$ cat src/hw/rtl/amrle_pkg.sv
package amrle_pkg;

   // map geometry
   localparam int unsigned MAP_SIZE = 4096;
   localparam int unsigned FP_W     = $clog2(MAP_SIZE + 1);

   // result field widths
   localparam int unsigned ALPHA_W = 8;
   localparam int unsigned LEN_W   = 7;
   localparam int unsigned START_W = 12;

   // result queue geometry
   localparam int unsigned FIFO_DEPTH = 4;
   localparam int unsigned PTR_W      = $clog2(FIFO_DEPTH);
   localparam int unsigned CNT_W      = $clog2(FIFO_DEPTH + 1);

   // run-length decode phase
   typedef enum logic [1:0] {
      PH_CTRL = 2'd0,
      PH_FILL = 2'd1,
      PH_COPY = 2'd2
   } phase_type;

   typedef struct packed {
      logic [ALPHA_W-1:0] alpha_value;
      logic [LEN_W-1:0]   run_length;
      logic [START_W-1:0] start_index;
      logic               map_done;
      logic               decode_status;
   } result_type;

   // up to two results written into the queue per source byte
   typedef struct packed {
      logic [1:0] num;
      result_type r0;
      result_type r1;
   } push_type;

endpackage

$ cat src/hw/rtl/amrle_core.sv
module amrle_core (
   input  logic              clock,
   input  logic              reset,
   input  logic              req_valid,
   output logic              req_stall,
   input  logic [7:0]        req_src_byte,
   input  logic              req_src_last,
   input  logic              rle_enable,
   input  logic              full_byte_alpha,
   input  logic              room,
   output amrle_pkg::push_type push
);
   import amrle_pkg::*;

   localparam logic [FP_W-1:0] MAP_END = FP_W'(MAP_SIZE);

   // input register
   logic       in_valid_ff, in_valid_in;
   logic [7:0] src_byte_ff;
   logic       src_last_ff;

   // decode state
   logic [FP_W-1:0]  fill_position_ff, fill_position_in;
   phase_type        rle_phase_ff, rle_phase_in;
   logic [LEN_W-1:0] run_remaining_ff, run_remaining_in;
   logic             finished_ff, finished_in;

   logic advance;
   logic accept;

   logic [FP_W-1:0] left;
   logic [FP_W-1:0] fill_len;
   logic [FP_W-1:0] fp_step;
   logic [FP_W-1:0] fp_next;
   logic            zero_count;
   logic            full;
   logic            done;
   logic [1:0]      num;
   result_type      r0, r1;

   assign advance   = in_valid_ff && room;
   assign req_stall = in_valid_ff && !room;
   assign accept    = req_valid && !req_stall;

   // clipped fill length
   assign left     = MAP_END - fill_position_ff;
   assign fill_len = (FP_W'(run_remaining_ff) > left) ? left : FP_W'(run_remaining_ff);

   // next phase
   always_comb begin
      rle_phase_in = rle_phase_ff;
      if (advance) begin
         if (finished_ff || (done && src_last_ff)) begin
            if (src_last_ff) rle_phase_in = PH_CTRL;
         end else if (rle_enable) begin
            unique case (rle_phase_ff)
               PH_FILL: rle_phase_in = PH_CTRL;
               PH_COPY: begin
                  if (run_remaining_ff == LEN_W'(1)) rle_phase_in = PH_CTRL;
               end
               default: begin
                  if (src_byte_ff[6:0] != 7'd0)
                     rle_phase_in = src_byte_ff[7] ? PH_FILL : PH_COPY;
               end
            endcase
         end
      end
   end

   // datapath: results and remaining state
   always_comb begin
      num        = 2'd0;
      r0         = '0;
      r1         = '0;
      zero_count = 1'b0;
      fp_step    = '0;
      run_remaining_in = run_remaining_ff;

      if (!finished_ff) begin
         if (rle_enable) begin
            unique case (rle_phase_ff)
               PH_FILL: begin
                  num              = 2'd1;
                  r0.alpha_value   = src_byte_ff;
                  r0.run_length    = fill_len[LEN_W-1:0];
                  r0.start_index   = START_W'(fill_position_ff);
                  fp_step          = fill_len;
                  run_remaining_in = '0;
               end
               PH_COPY: begin
                  num              = 2'd1;
                  r0.alpha_value   = src_byte_ff;
                  r0.run_length    = LEN_W'(1);
                  r0.start_index   = START_W'(fill_position_ff);
                  fp_step          = FP_W'(1);
                  run_remaining_in = run_remaining_ff - LEN_W'(1);
               end
               default: begin
                  if (src_byte_ff[6:0] == 7'd0) begin
                     zero_count = 1'b1;
                  end else begin
                     run_remaining_in = src_byte_ff[6:0];
                  end
               end
            endcase
         end else if (full_byte_alpha) begin
            num            = 2'd1;
            r0.alpha_value = src_byte_ff;
            r0.run_length  = LEN_W'(1);
            r0.start_index = START_W'(fill_position_ff);
            fp_step        = FP_W'(1);
         end else begin
            // nibble times 17 is the nibble repeated
            num            = 2'd1;
            r0.alpha_value = {src_byte_ff[3:0], src_byte_ff[3:0]};
            r0.run_length  = LEN_W'(1);
            r0.start_index = START_W'(fill_position_ff);
            fp_step        = FP_W'(1);
            if (fill_position_ff + FP_W'(1) < MAP_END) begin
               num            = 2'd2;
               r1.alpha_value = {src_byte_ff[7:4], src_byte_ff[7:4]};
               r1.run_length  = LEN_W'(1);
               r1.start_index = START_W'(fill_position_ff + FP_W'(1));
               fp_step        = FP_W'(2);
            end
         end
      end

      fp_next = fill_position_ff + fp_step;
      full    = fp_next >= MAP_END;
      done    = !finished_ff && (full || zero_count || src_last_ff);

      // end of map marking, status-only result when nothing was filled
      if (done) begin
         if (num == 2'd0) begin
            num            = 2'd1;
            r0             = '0;
            r0.start_index = START_W'(fp_next);
         end
         if (num == 2'd2) begin
            r1.map_done      = 1'b1;
            r1.decode_status = !full;
         end else begin
            r0.map_done      = 1'b1;
            r0.decode_status = !full;
         end
      end

      // state updates
      fill_position_in = fill_position_ff;
      finished_in      = finished_ff;
      if (advance) begin
         if (src_last_ff && (finished_ff || done)) begin
            fill_position_in = '0;
            run_remaining_in = '0;
            finished_in      = 1'b0;
         end else if (!finished_ff) begin
            fill_position_in = fp_next;
            finished_in      = done;
         end
      end else begin
         run_remaining_in = run_remaining_ff;
      end

      push.num = advance ? num : 2'd0;
      push.r0  = r0;
      push.r1  = r1;
   end

   assign in_valid_in = accept ? 1'b1 : (advance ? 1'b0 : in_valid_ff);

   // control and state registers
   always_ff @(posedge clock) begin
      if (reset) begin
         in_valid_ff      <= 1'b0;
         fill_position_ff <= '0;
         rle_phase_ff     <= PH_CTRL;
         run_remaining_ff <= '0;
         finished_ff      <= 1'b0;
      end else begin
         in_valid_ff      <= in_valid_in;
         fill_position_ff <= fill_position_in;
         rle_phase_ff     <= rle_phase_in;
         run_remaining_ff <= run_remaining_in;
         finished_ff      <= finished_in;
      end
   end

   // input payload register
   always_ff @(posedge clock) begin
      if (accept) begin
         src_byte_ff <= req_src_byte;
         src_last_ff <= req_src_last;
      end
   end

endmodule

$ cat src/hw/rtl/amrle_result_fifo.sv
module amrle_result_fifo (
   input  logic                  clock,
   input  logic                  reset,
   input  amrle_pkg::push_type   push,
   output logic                  room,
   output logic                  rsp_valid,
   input  logic                  rsp_stall,
   output amrle_pkg::result_type head
);
   import amrle_pkg::*;

   result_type       entry_ff [FIFO_DEPTH];
   logic [PTR_W-1:0] wr_ptr_ff, wr_ptr_in;
   logic [PTR_W-1:0] rd_ptr_ff, rd_ptr_in;
   logic [CNT_W-1:0] count_ff, count_in;
   logic             pop;

   assign rsp_valid = count_ff != '0;
   assign pop       = rsp_valid && !rsp_stall;
   assign head      = entry_ff[rd_ptr_ff];
   // two free slots cover the largest push
   assign room      = count_ff <= CNT_W'(FIFO_DEPTH - 2);

   // pointer and count update
   always_comb begin
      wr_ptr_in = wr_ptr_ff + PTR_W'(push.num);
      rd_ptr_in = rd_ptr_ff + PTR_W'(pop);
      count_in  = count_ff + CNT_W'(push.num) - CNT_W'(pop);
   end

   always_ff @(posedge clock) begin
      if (reset) begin
         wr_ptr_ff <= '0;
         rd_ptr_ff <= '0;
         count_ff  <= '0;
      end else begin
         wr_ptr_ff <= wr_ptr_in;
         rd_ptr_ff <= rd_ptr_in;
         count_ff  <= count_in;
      end
   end

   // entry writes
   always_ff @(posedge clock) begin
      if (push.num != 2'd0) entry_ff[wr_ptr_ff] <= push.r0;
      if (push.num == 2'd2) entry_ff[wr_ptr_ff + PTR_W'(1)] <= push.r1;
   end

endmodule

$ cat src/hw/rtl/alpha_map_rle_nibble_decoder.sv
// path: a source byte is held in the input register, and its results in the result queue, before they are offered
// throughput: 1 source byte per cycle when each byte yields at most one result and
//   the result channel is not stalled; in nibble mode each byte yields two results, so
//   bytes are held back by the one-per-cycle result port
// reset: synchronous, active high; clears the decode state, the result queue
//   and both mode registers
module alpha_map_rle_nibble_decoder (
   input  logic        clock,
   input  logic        reset,
   // source byte channel
   input  logic        req_valid,
   output logic        req_stall,
   input  logic [7:0]  req_src_byte,
   input  logic        req_src_last,
   // result channel
   output logic        rsp_valid,
   input  logic        rsp_stall,
   output logic [7:0]  rsp_alpha_value,
   output logic [6:0]  rsp_run_length,
   output logic [11:0] rsp_start_index,
   output logic        rsp_map_done,
   output logic        rsp_decode_status,
   // register port
   input  logic        csr_psel,
   input  logic        csr_penable,
   input  logic        csr_pwrite,
   input  logic [2:0]  csr_paddr,
   input  logic [31:0] csr_pwdata,
   output logic [31:0] csr_prdata,
   output logic        csr_pready
);
   import amrle_pkg::*;

   localparam logic REG_RLE_ENABLE      = 1'b0;
   localparam logic REG_FULL_BYTE_ALPHA = 1'b1;

   logic       rle_enable_ff, rle_enable_in;
   logic       full_byte_alpha_ff, full_byte_alpha_in;
   logic       csr_write;
   logic       room;
   push_type   push;
   result_type head;

   assign csr_pready = 1'b1;
   assign csr_write  = csr_psel && csr_penable && csr_pwrite;

   // register writes
   always_comb begin
      rle_enable_in      = rle_enable_ff;
      full_byte_alpha_in = full_byte_alpha_ff;
      if (csr_write) begin
         unique case (csr_paddr[2])
            REG_RLE_ENABLE:      rle_enable_in      = csr_pwdata[0];
            REG_FULL_BYTE_ALPHA: full_byte_alpha_in = csr_pwdata[0];
            default: ;
         endcase
      end
   end

   always_ff @(posedge clock) begin
      if (reset) begin
         rle_enable_ff      <= 1'b0;
         full_byte_alpha_ff <= 1'b0;
      end else begin
         rle_enable_ff      <= rle_enable_in;
         full_byte_alpha_ff <= full_byte_alpha_in;
      end
   end

   // register reads
   always_comb begin
      unique case (csr_paddr[2])
         REG_RLE_ENABLE:      csr_prdata = {31'd0, rle_enable_ff};
         REG_FULL_BYTE_ALPHA: csr_prdata = {31'd0, full_byte_alpha_ff};
         default:             csr_prdata = '0;
      endcase
   end

   // byte decode
   amrle_core u_core (
      .clock           (clock),
      .reset           (reset),
      .req_valid       (req_valid),
      .req_stall       (req_stall),
      .req_src_byte    (req_src_byte),
      .req_src_last    (req_src_last),
      .rle_enable      (rle_enable_ff),
      .full_byte_alpha (full_byte_alpha_ff),
      .room            (room),
      .push            (push)
   );

   // result queue
   amrle_result_fifo u_fifo (
      .clock     (clock),
      .reset     (reset),
      .push      (push),
      .room      (room),
      .rsp_valid (rsp_valid),
      .rsp_stall (rsp_stall),
      .head      (head)
   );

   assign rsp_alpha_value   = head.alpha_value;
   assign rsp_run_length    = head.run_length;
   assign rsp_start_index   = head.start_index;
   assign rsp_map_done      = head.map_done;
   assign rsp_decode_status = head.decode_status;

endmodule

$ cat config.mk
export PLATFORM = sky130hd
export DESIGN_NAME = alpha_map_rle_nibble_decoder
export DESIGN_NICKNAME = d
export VERILOG_FILES = /design/src/hw/rtl/amrle_pkg.sv /design/src/hw/rtl/amrle_core.sv /design/src/hw/rtl/amrle_result_fifo.sv /design/src/hw/rtl/alpha_map_rle_nibble_decoder.sv
export SDC_FILE = /design/constraint.sdc
export NUM_CORES = 1
export LEC_CHECK = 0
export ABC_AREA = 1
export BUFFER_PORTS_ARGS = -buffer_cell sky130_fd_sc_hd__buf_2
export CORE_ASPECT_RATIO = 0.5
export CORE_MARGIN = 4
export CORE_UTILIZATION = 55
export DETAILED_ROUTE_END_ITERATION = 8
export GPL_TIMING_DRIVEN = 0
export PLACE_DENSITY_LB_ADDON = 0.2
export SKIP_CTS_REPAIR_TIMING = 1
export SKIP_LAST_GASP = 1
export SLEW_MARGIN = 20
export SYNTH_ARGS = -nofsm -noshare
export SYNTH_HDL_FRONTEND = slang
export SYNTH_SLANG_ARGS = --single-unit
$ cat constraint.sdc
create_clock -name clock -period 5.4 [get_ports clock]
set_input_delay 1.62 -clock clock [delete_from_list [all_inputs] [get_ports clock]]
set_output_delay 1.62 -clock clock [all_outputs]
set_load 0.01 [all_outputs]
== Word level (Yosys, flattened, before mapping) ==
Memory sizes are Yosys's and may differ from the RTL's. A register that Yosys moved wholly into a read port is not among the register bits.
Index checks and enable logic that the tools add are counted.
Storage, ports and cells
  bits in registers: 42
  RAM bits: 116
  input port bits: 51
  logic and storage cells: 125
  memories: 1
Memories
  u_fifo.entry_ff: depth 4, width 29, read ports 1, clocked after memory_dff 1, write ports 2, RTL line amrle_result_fifo.sv:12  | result_type entry_ff [FIFO_DEPTH];
Operators by class
  add/sub/neg operators: 9
  order comparisons: 4
  eq/ne operators: 9
  multiplexer cells: 56
  bitwise gates (word level): 1
  reduce and logical (&&, ||, !) cells: 33
Operators with widths (number)
  27-bit 2-to-1 mux: 7
  13-bit 2-to-1 mux: 6
  32-bit one-hot mux with 2 select lines: 1
  29-bit 2-to-1 mux: 2
  27-bit one-hot mux with 2 select lines: 1
  2-bit 2-to-1 mux: 19
  7-bit 2-to-1 mux: 4
  13-bit one-hot mux with 2 select lines: 1
  7-bit one-hot mux with 2 select lines: 1
  13-bit by 1-bit adder with 13-bit output (second input constant): 1
  13-bit adder: 1
  13-bit greater-or-equal comparator (second input constant): 1
  7-bit by 13-bit > comparator with 1-bit output: 1
  13-bit < comparator (second input constant): 1
  1-bit 2-to-1 mux: 13
  13-bit subtractor (first input constant): 1
  1-bit logical AND: 9
  2-bit nonzero test: 4
  7-bit by 1-bit == test with 1-bit output (second input constant): 1
  7-bit zero test: 1
  7-bit nonzero test: 1
  7-bit by 1-bit subtractor with 7-bit output (second input constant): 1
  2-bit == test (second input constant): 3
  2-bit AND reduction: 3
  21 further kinds: 28

== Longest topological paths before layout ==
Gate-level depths: netlist (run 1).
  depth in word-level cells: 17
  gate-level depth with buffers: 35
  gate-level depth less buffers: 34

== Hierarchy ==
A second synthesis (run 1) with hierarchy kept.
Second synthesis, totals
  cells, all modules: 1242
  area, all modules: 9831.9 um^2
By module, submodules not included
  amrle_result_fifo: instances 1, cells an instance 626, area each 5992.0 um^2
  amrle_core: instances 1, cells an instance 563, area each 3473.3 um^2
  alpha_map_rle_nibble_decoder: instances 1, cells an instance 53, area each 366.6 um^2

== Worst setup path before layout (run 1) ==
No wires, ideal clock.
  path kind: register -> register
  start: register u_core.fill_position_ff[0]
  end: memory u_fifo.entry_ff[0][0] (netlist name) (enable)
  library setup time: 380 ps
  arrival: 4464 ps
  setup slack: 557 ps
  stages on the path, launching flop included: 32
  path buffers: 2
  period minus slack after synthesis: 4843 ps
  path through: dfxtp_1 inv_1 ha_1 nand4_2 nor2_1 xor2_1 ha_1 nand2_1 inv_1 nand3_1 nand4_1 nor2_2 nand3_1 nand3_1 a21oi_1 ha_1 fa_1 nand3_1 nand2_1 nand3_1 nand3_1 nand2_1 nand2_1 nand3_1 nand2_1 nand2_1 nand2_2 nand2_4 buf_12 nand2_8 buf_6 nand2_1
RTL lines
  start, declared: RTL line amrle_core.sv:23  | logic [FP_W-1:0] fill_position_ff, fill_position_in;
  start signal, assigned: RTL line amrle_core.sv:182  | fill_position_ff <= fill_position_in;
  end, declared: RTL line amrle_result_fifo.sv:12

==> results of run 1 <==
## area by class of cell
class | instances | share of cell area
multi-input combinational | 854 | 0.4181
sequential | 158 | 0.3860
buffer | 80 | 0.04984
clock buffer | 17 | 0.03932
inverter | 112 | 0.03897
tap | 227 | 0.02625
timing repair buffer | 52 | 0.02498
clock inverter | 14 | 0.01654
## logic make-up (layout without fill, tap and decap cells)
| logic type | after synthesis | after routing |
|---|---|---|
| AND/OR/NAND/NOR | 475 | 475 |
| flip-flops | 158 | 158 |
| other | 2 | 37 |
| XOR/XNOR | 19 | 19 |
| adder cells (fa/ha/maj) | 32 | 32 |
| buffers and inverters | 192 | 275 |
| AO/OA/AOI/OAI | 291 | 291 |
## metrics by stage
stage / std cells / power [mW] / TNS (ns)
global route: 1514 / 4.162 / -0.02619
global placement: 1479 / 2.671 / -56.35
finish: 1514 / 3.984 / 0
floorplan: 1204 / 2.265 / 0
CTS: 1510 / 3.925 / -79.45
detailed placement: 1479 / 2.699 / -73.85
## cells in the final DEF, fill, tap and decap left out, types with 4 or more instances in the layout
| cell | synthesis | final |
|---|---|---|
| o211ai_1 | 5 | 5 |
| edfxtp_1 | 101 | 101 |
| xor2_1 | 13 | 12 |
| inv_2 | 8 | 9 |
| nand4_1 | 8 | 8 |
| dfxtp_1 | 57 | 55 |
| nand2_2 | 4 | 6 |
| nand2_8 | 3 | 7 |
| clkbuf_1 | 25 | 25 |
| nor2_2 | 4 | 4 |
| ha_1 | 30 | 25 |
| inv_6 | 0 | 5 |
| nand2_1 | 224 | 218 |
| buf_6 | 8 | 8 |
| nor3_1 | 14 | 14 |
| nor2_1 | 114 | 113 |
| inv_1 | 100 | 99 |
| o22ai_1 | 35 | 35 |
| o21ai_0 | 133 | 130 |
| xnor2_1 | 6 | 6 |
| buf_2 | 8 | 56 |
| o21ai_2 | 3 | 5 |
| a21oi_2 | 5 | 6 |
| nand3_1 | 94 | 93 |
| clkbuf_16 | 0 | 17 |
| o21ai_1 | 37 | 38 |
| buf_4 | 36 | 40 |
| conb_1 | 2 | 37 |
| a21oi_1 | 61 | 60 |
## routing by layer
layer | GRT usage | vias up | wire length, µm | share of wire
met2 | 0.4389 | 520 | 11830 | 0.41
met1 | 0.4245 | 4033 | 12270 | 0.43
met5 | 0 | - | 0 | 0
met4 | 0.09912 | 0 | 688 | 0.024
met3 | 0.1028 | 62 | 3874 | 0.14
li1 | - | 4143 | - | -
## worst paths after layout
check | end | cells after the start
setup / recovery | u_fifo.entry_ff[3][6] | 29
hold / removal | u_fifo.entry_ff[2][20] | 2
setup reg to reg | u_fifo.entry_ff[3][6] | 29
hold reg to reg | u_fifo.entry_ff[2][20] | 2
## worst reg2reg max path: cells and delay by family, from the launching register on
family	cells	cell delay, ns
AND/OR/NAND/NOR	17	2.09
adder cells (fa/ha/maj)	3	0.85
buffers and inverters	5	0.80
AO/OA/AOI/OAI	3	0.73
flip-flops	1	0.39
XOR/XNOR	1	0.20
## state kept, by name (all words and copies together) (netlist names)
signal and cells:
u_core.finished_ff 1, u_core.fill_position_ff 13, u_core.rle_phase_ff 2, u_core.in_valid_ff 1, u_fifo.count_ff 3, u_core.run_remaining_ff 7
full_byte_alpha_ff 1, u_fifo.wr_ptr_ff 2, u_core.src_last_ff 1, rle_enable_ff 1, u_fifo.rd_ptr_ff 2, u_core.src_byte_ff 8
u_fifo.entry_ff 116
## power by group through the flow
| stage | Clock [mW] | Sequential [mW] | Combinational, mW |
|---|---|---|---|
| after floorplan | 0 | 1.46 | 0.801 |
| after global placement | 0 | 1.48 | 1.19 |
| after detailed placement | 0 | 1.48 | 1.22 |
| after CTS | 1.25 | 1.46 | 1.22 |
| after global routing | 1.30 | 1.46 | 1.40 |
| final | 1.25 | 1.46 | 1.28 |
==> impl_metrics.ini, run 1 <==
[pwr]
p_leak_nw = 4.559
p_per_area_mw_per_mm2 = 368.2
clock_power_share = 0.314
combPwrFrac = 0.321
seq_power_share = 0.365
p_int_mw = 2.510
netSwitchingPower_mw = 1.474
switching_share = 0.3700
ir_worst_vdd_mv = 0.2246

[synth]
async_flop_share = 0
synth_seq_area_share = 0.4444
synthTopCellsByArea = edfxtp_1 32%, dfxtp_1 12%, nand2_1 9.0%, o21ai_0 7.1%, nand3_1 5.0%
avgSynthCellArea_um2 = 8.034
synthAdderAreaFrac = 0.04423
ys.flop_type = edfxtp_1
yosysMostFrequentCell = nand2_1
synth-simple-area-share = 0.2222
synthMuxAreaShare = 0
syn-cell-area_mm2 = 0.009392
synth_top_family_by_area = simple AND/OR/NAND/NOR gates
synthXorXnorAreaFrac = 0.01772
synth_top_area_share = 0.3229
synth_cell_types = 45
ys.warnings.count = 0
synth_edf_count = 101
yosys-top-cells-count = 224 x nand2_1, 133 x o21ai_0, 114 x nor2_1
synth-compound-area-share = 0.1683
syn_inst = 1169
yosysTopAreaCell = edfxtp_1
ys_ff_latch = 158

[detailed_routing]
drtPass1Iterations = 5
route.vias.total = 8758
ant_nets = 0
wirelength_um = 28660
viasPerCell = 5.785
wl_per_cell_um = 18.93
drc = 0
dr.first_iter.drc_count = 1060

[placement]
portBuffers = 48
post_dp_cell_area_mm2 = 0.01005
place_ws_ns = -0.8454
dp_hpwl_um = 21190
place.gp.congestion = 0.9805

[final_layout]
seq_area_mm2 = 0.004177
fillers = 1412
fin_area_mm2 = 0.01082
multi_input_area_mm2 = 0.004524
diodes = 0
final_util = 0.6535
fin_nets = 1358
drive_above_1_share = 0.1538
area_delta_synth_final_pct = 15.21

[global_routing]
grtUsageTotal = 0.3016
antenna_found_initial = 0
grt_pass1_wl_um = 44320
grt_max_degree = 24
grt-ovfl-total = 0
grt_pass1_vias = 8236

[floorplanning]
die-area_mm2 = 0.01936
die_x_um = 192.8
fp.dieH_um = 100.4
core_mm2 = 0.01656
rows = 33
pin_count = 115
start_util = 0.5672

[sta]
setup_viol = 0
period_share = 0.9609
hold_ws_ns = 0.4660
clock_skew_ns = 0.01164
fmax_mhz = 192.7
slew_violations = 0
tightest_slew_ns = 0.8419
finalWorstSetupSlack_ns = 0.2110
hold_viol = 0
maxSlewHeadroom = 0.4344
fin_crit_ns = 5.189

[setup_path]
crit_slowest_cell = dfxtp_2
critPathKind = flip-flop to flip-flop
reg2reg_from = u_core.fill_position_ff[0]
crit_top_cell = nand2_1
crit_path_start = u_core.fill_position_ff[0]
required_ns = 5.68
r2r_slack_ns = 0.21
path_buf_inv = 5
setup.worst_path.end_class = flip-flop
start_kind = flip-flop
max_stage_delay_ns = 0.39
cpLargestDelayFamily = simple AND/OR/NAND/NOR gates
crit_arrival_ns = 5.47
crit_fanout = 8

[cts]
h-tree-depth = 4
cts_buffer_depth = 2
cts-root-buf = clkbuf_16
path_clk_slew_ns = 0.07
clk_latency_ns = 0.44
cts_tree = yes
numClockSinks = 158
cts_buffers = 17

[hold_path]
min_path_type = flip-flop to flip-flop
hp-start = u_fifo.entry_ff[2][20]

[run_status]
status = finished, final reports clean

[run]
cap_violations = 0
Power figures use the tool's default switching activity.
==> run 2, diff against run 1 <==
--- a/config.mk
+++ b/config.mk
@@ -7,7 +7,6 @@
 export LEC_CHECK = 0
 export ABC_AREA = 1
 export BUFFER_PORTS_ARGS = -buffer_cell sky130_fd_sc_hd__buf_2
-export CORE_ASPECT_RATIO = 0.5
 export CORE_MARGIN = 4
 export CORE_UTILIZATION = 55
 export DETAILED_ROUTE_END_ITERATION = 8
==> run 2 against run 1 <==
  * Largest cell class unchanged
  * Setup slack better by 0.11 ns
  * Sequential share of layout area down 0.19 points
  * Die area down 0.65%
  * Highest routed layer unchanged
  * Largest power group unchanged
  * Hold slack worse by 0.0031 ns
  * Power up 1.2%
  * Utilization about the same
==> impl_metrics.ini, run 2 (synthesis gave the netlist of run 1 again) <==
[setup_path]
max_stage_delay_ns = 0.37
setup.worst_path.end_class = flip-flop
r2r_cells = 31
start_kind = flip-flop
critPathKind = flip-flop to flip-flop
crit_arrival_ns = 5.20
reg2reg_from = u_core.fill_position_ff[1]
crit_path_start = u_core.fill_position_ff[1]
crit_fanout = 23
required_ns = 5.52
crit_top_cell = nand2_1
crit_slowest_cell = dfxtp_2

[detailed_routing]
drc = 0
drtPass1Iterations = 5
viasPerCell = 5.819
ant_nets = 0
dr.first_iter.drc_count = 1129
wirelength_um = 29170
route.vias.total = 8781
wl_per_cell_um = 19.33

[floorplanning]
pin_count = 115
core_mm2 = 0.01664
start_util = 0.5643
die-area_mm2 = 0.01923
die_x_um = 138.7
fp.dieH_um = 138.7
rows = 47

[placement]
portBuffers = 48
place_inst = 1472
post_dp_cell_area_mm2 = 0.01005
place.gp.congestion = 0.9747
dp_hpwl_um = 21280

[run_status]
status = finished, final reports clean

[global_routing]
grt_max_degree = 24
grt_pass1_vias = 8079
grtUsageTotal = 0.2971
antenna_found_initial = 0
grt-ovfl-total = 0
grt_pass1_wl_um = 44660

[pwr]
p_per_area_mw_per_mm2 = 370.6
combPwrFrac = 0.318
ir_worst_vdd_mv = 0.2676
switching_share = 0.3551
p_leak_nw = 4.608
p_int_mw = 2.600
netSwitchingPower_mw = 1.431
seq_power_share = 0.362
clock_power_share = 0.320

[cts]
cts-root-buf = clkbuf_16
numClockSinks = 158
path_clk_slew_ns = 0.06
clk_latency_ns = 0.44
cts_tree = yes
cts_buffer_depth = 2
h-tree-depth = 4
cts_buffers = 17

[final_layout]
top_register = u_fifo.entry_ff
final_cells = 1509
reg_top3 = u_fifo.entry_ff: 116 flops, u_core.fill_position_ff: 13 flops, u_core.src_byte_ff: 8 flops
most-common-layout-cells = 219 x nand2_1, 125 x o21ai_0, 114 x nor2_1
largest_reg_flops = 116
diodes = 0
mostFrequentLayoutCell = nand2_1
fin_area_mm2 = 0.01088
fillers = 1499
drive_above_1_share = 0.1567
area_delta_synth_final_pct = 15.83
fin_nets = 1359

[sta]
hold_viol = 0
clock_skew_ns = 0.008621
setup_viol = 0
slew_violations = 0
period_share = 0.9405
fmax_mhz = 196.9
tightest_slew_ns = 0.8263
maxSlewHeadroom = 0.4480
fin_crit_ns = 5.079

[run]
cap_violations = 0

[hold_path]
min_path_type = flip-flop to flip-flop
hp-start = u_fifo.entry_ff[2][20]
min_path_cells = 2
==> run 2: path summary, 6_finish.rpt <==
kind	end	slack, ns
max	u_fifo.entry_ff[2][5]	0.32
min	u_fifo.entry_ff[2][20]	0.46
max reg2reg	u_fifo.entry_ff[2][5]	0.32
min reg2reg	u_fifo.entry_ff[2][20]	0.46
==> run 2: routing by layer <==
metal  vias up  GRT usage  wire, µm
li1       4161          -         -
met1      4038     0.3692     11290
met2       486     0.5018     14020
met3        96    0.07034      2606
met4         0     0.1195      1244
met5         -          0         0
==> run 2: final cells by class <==
class                           count  area (µm²)  area share
Clock inverter                     13       186.4     0.01714
Sequential cell                   158        4178      0.3841
Multi-Input combinational cell    856        4569      0.4201
Tap cell                          220       275.3     0.02530
Timing Repair Buffer               51       262.8     0.02415
Clock buffer                       19       442.9     0.04072
Inverter                          112       421.7     0.03876
Buffer                             80       541.8     0.04980
==> run 2: power by group through the flow <==
stage	combinational (mW)	sequential (mW)	clock [mW]
3_5_place_dp	1.21	1.49	0
6_report	1.28	1.46	1.29
3_3_place_gp	1.20	1.48	0
2_1_floorplan	0.801	1.46	0
4_1_cts	1.22	1.46	1.29
5_1_grt	1.39	1.47	1.35
==> run 2: through the flow <==
step | utilization | hold WS, ns | power, mW | TNS [ns] | worst slack, ns
finish | 0.6536 | 0.4628 | 4.031 | 0 | 0.3214
detailed placement | 0.6036 | 0.4543 | 2.701 | -29.18 | -0.5549
global route | 0.6536 | 0.4852 | 4.210 | -0.1543 | -0.01195
global placement | 0.6032 | 0.4483 | 2.684 | -59.76 | -0.6863
floorplan | - | 0.4395 | 2.265 | 0 | 0.5565
CTS | 0.6415 | 0.4633 | 3.975 | -32.64 | -0.5855
==> run 2: critical path: cells and delay by family, from the launching register on <==
family          cells  cell delay [ns]
compound gates      1             0.17
xor+xnor            1             0.24
fa+ha+maj           3             0.76
buf+inv             5             0.74
flops               1             0.37
simple gates       21             2.47
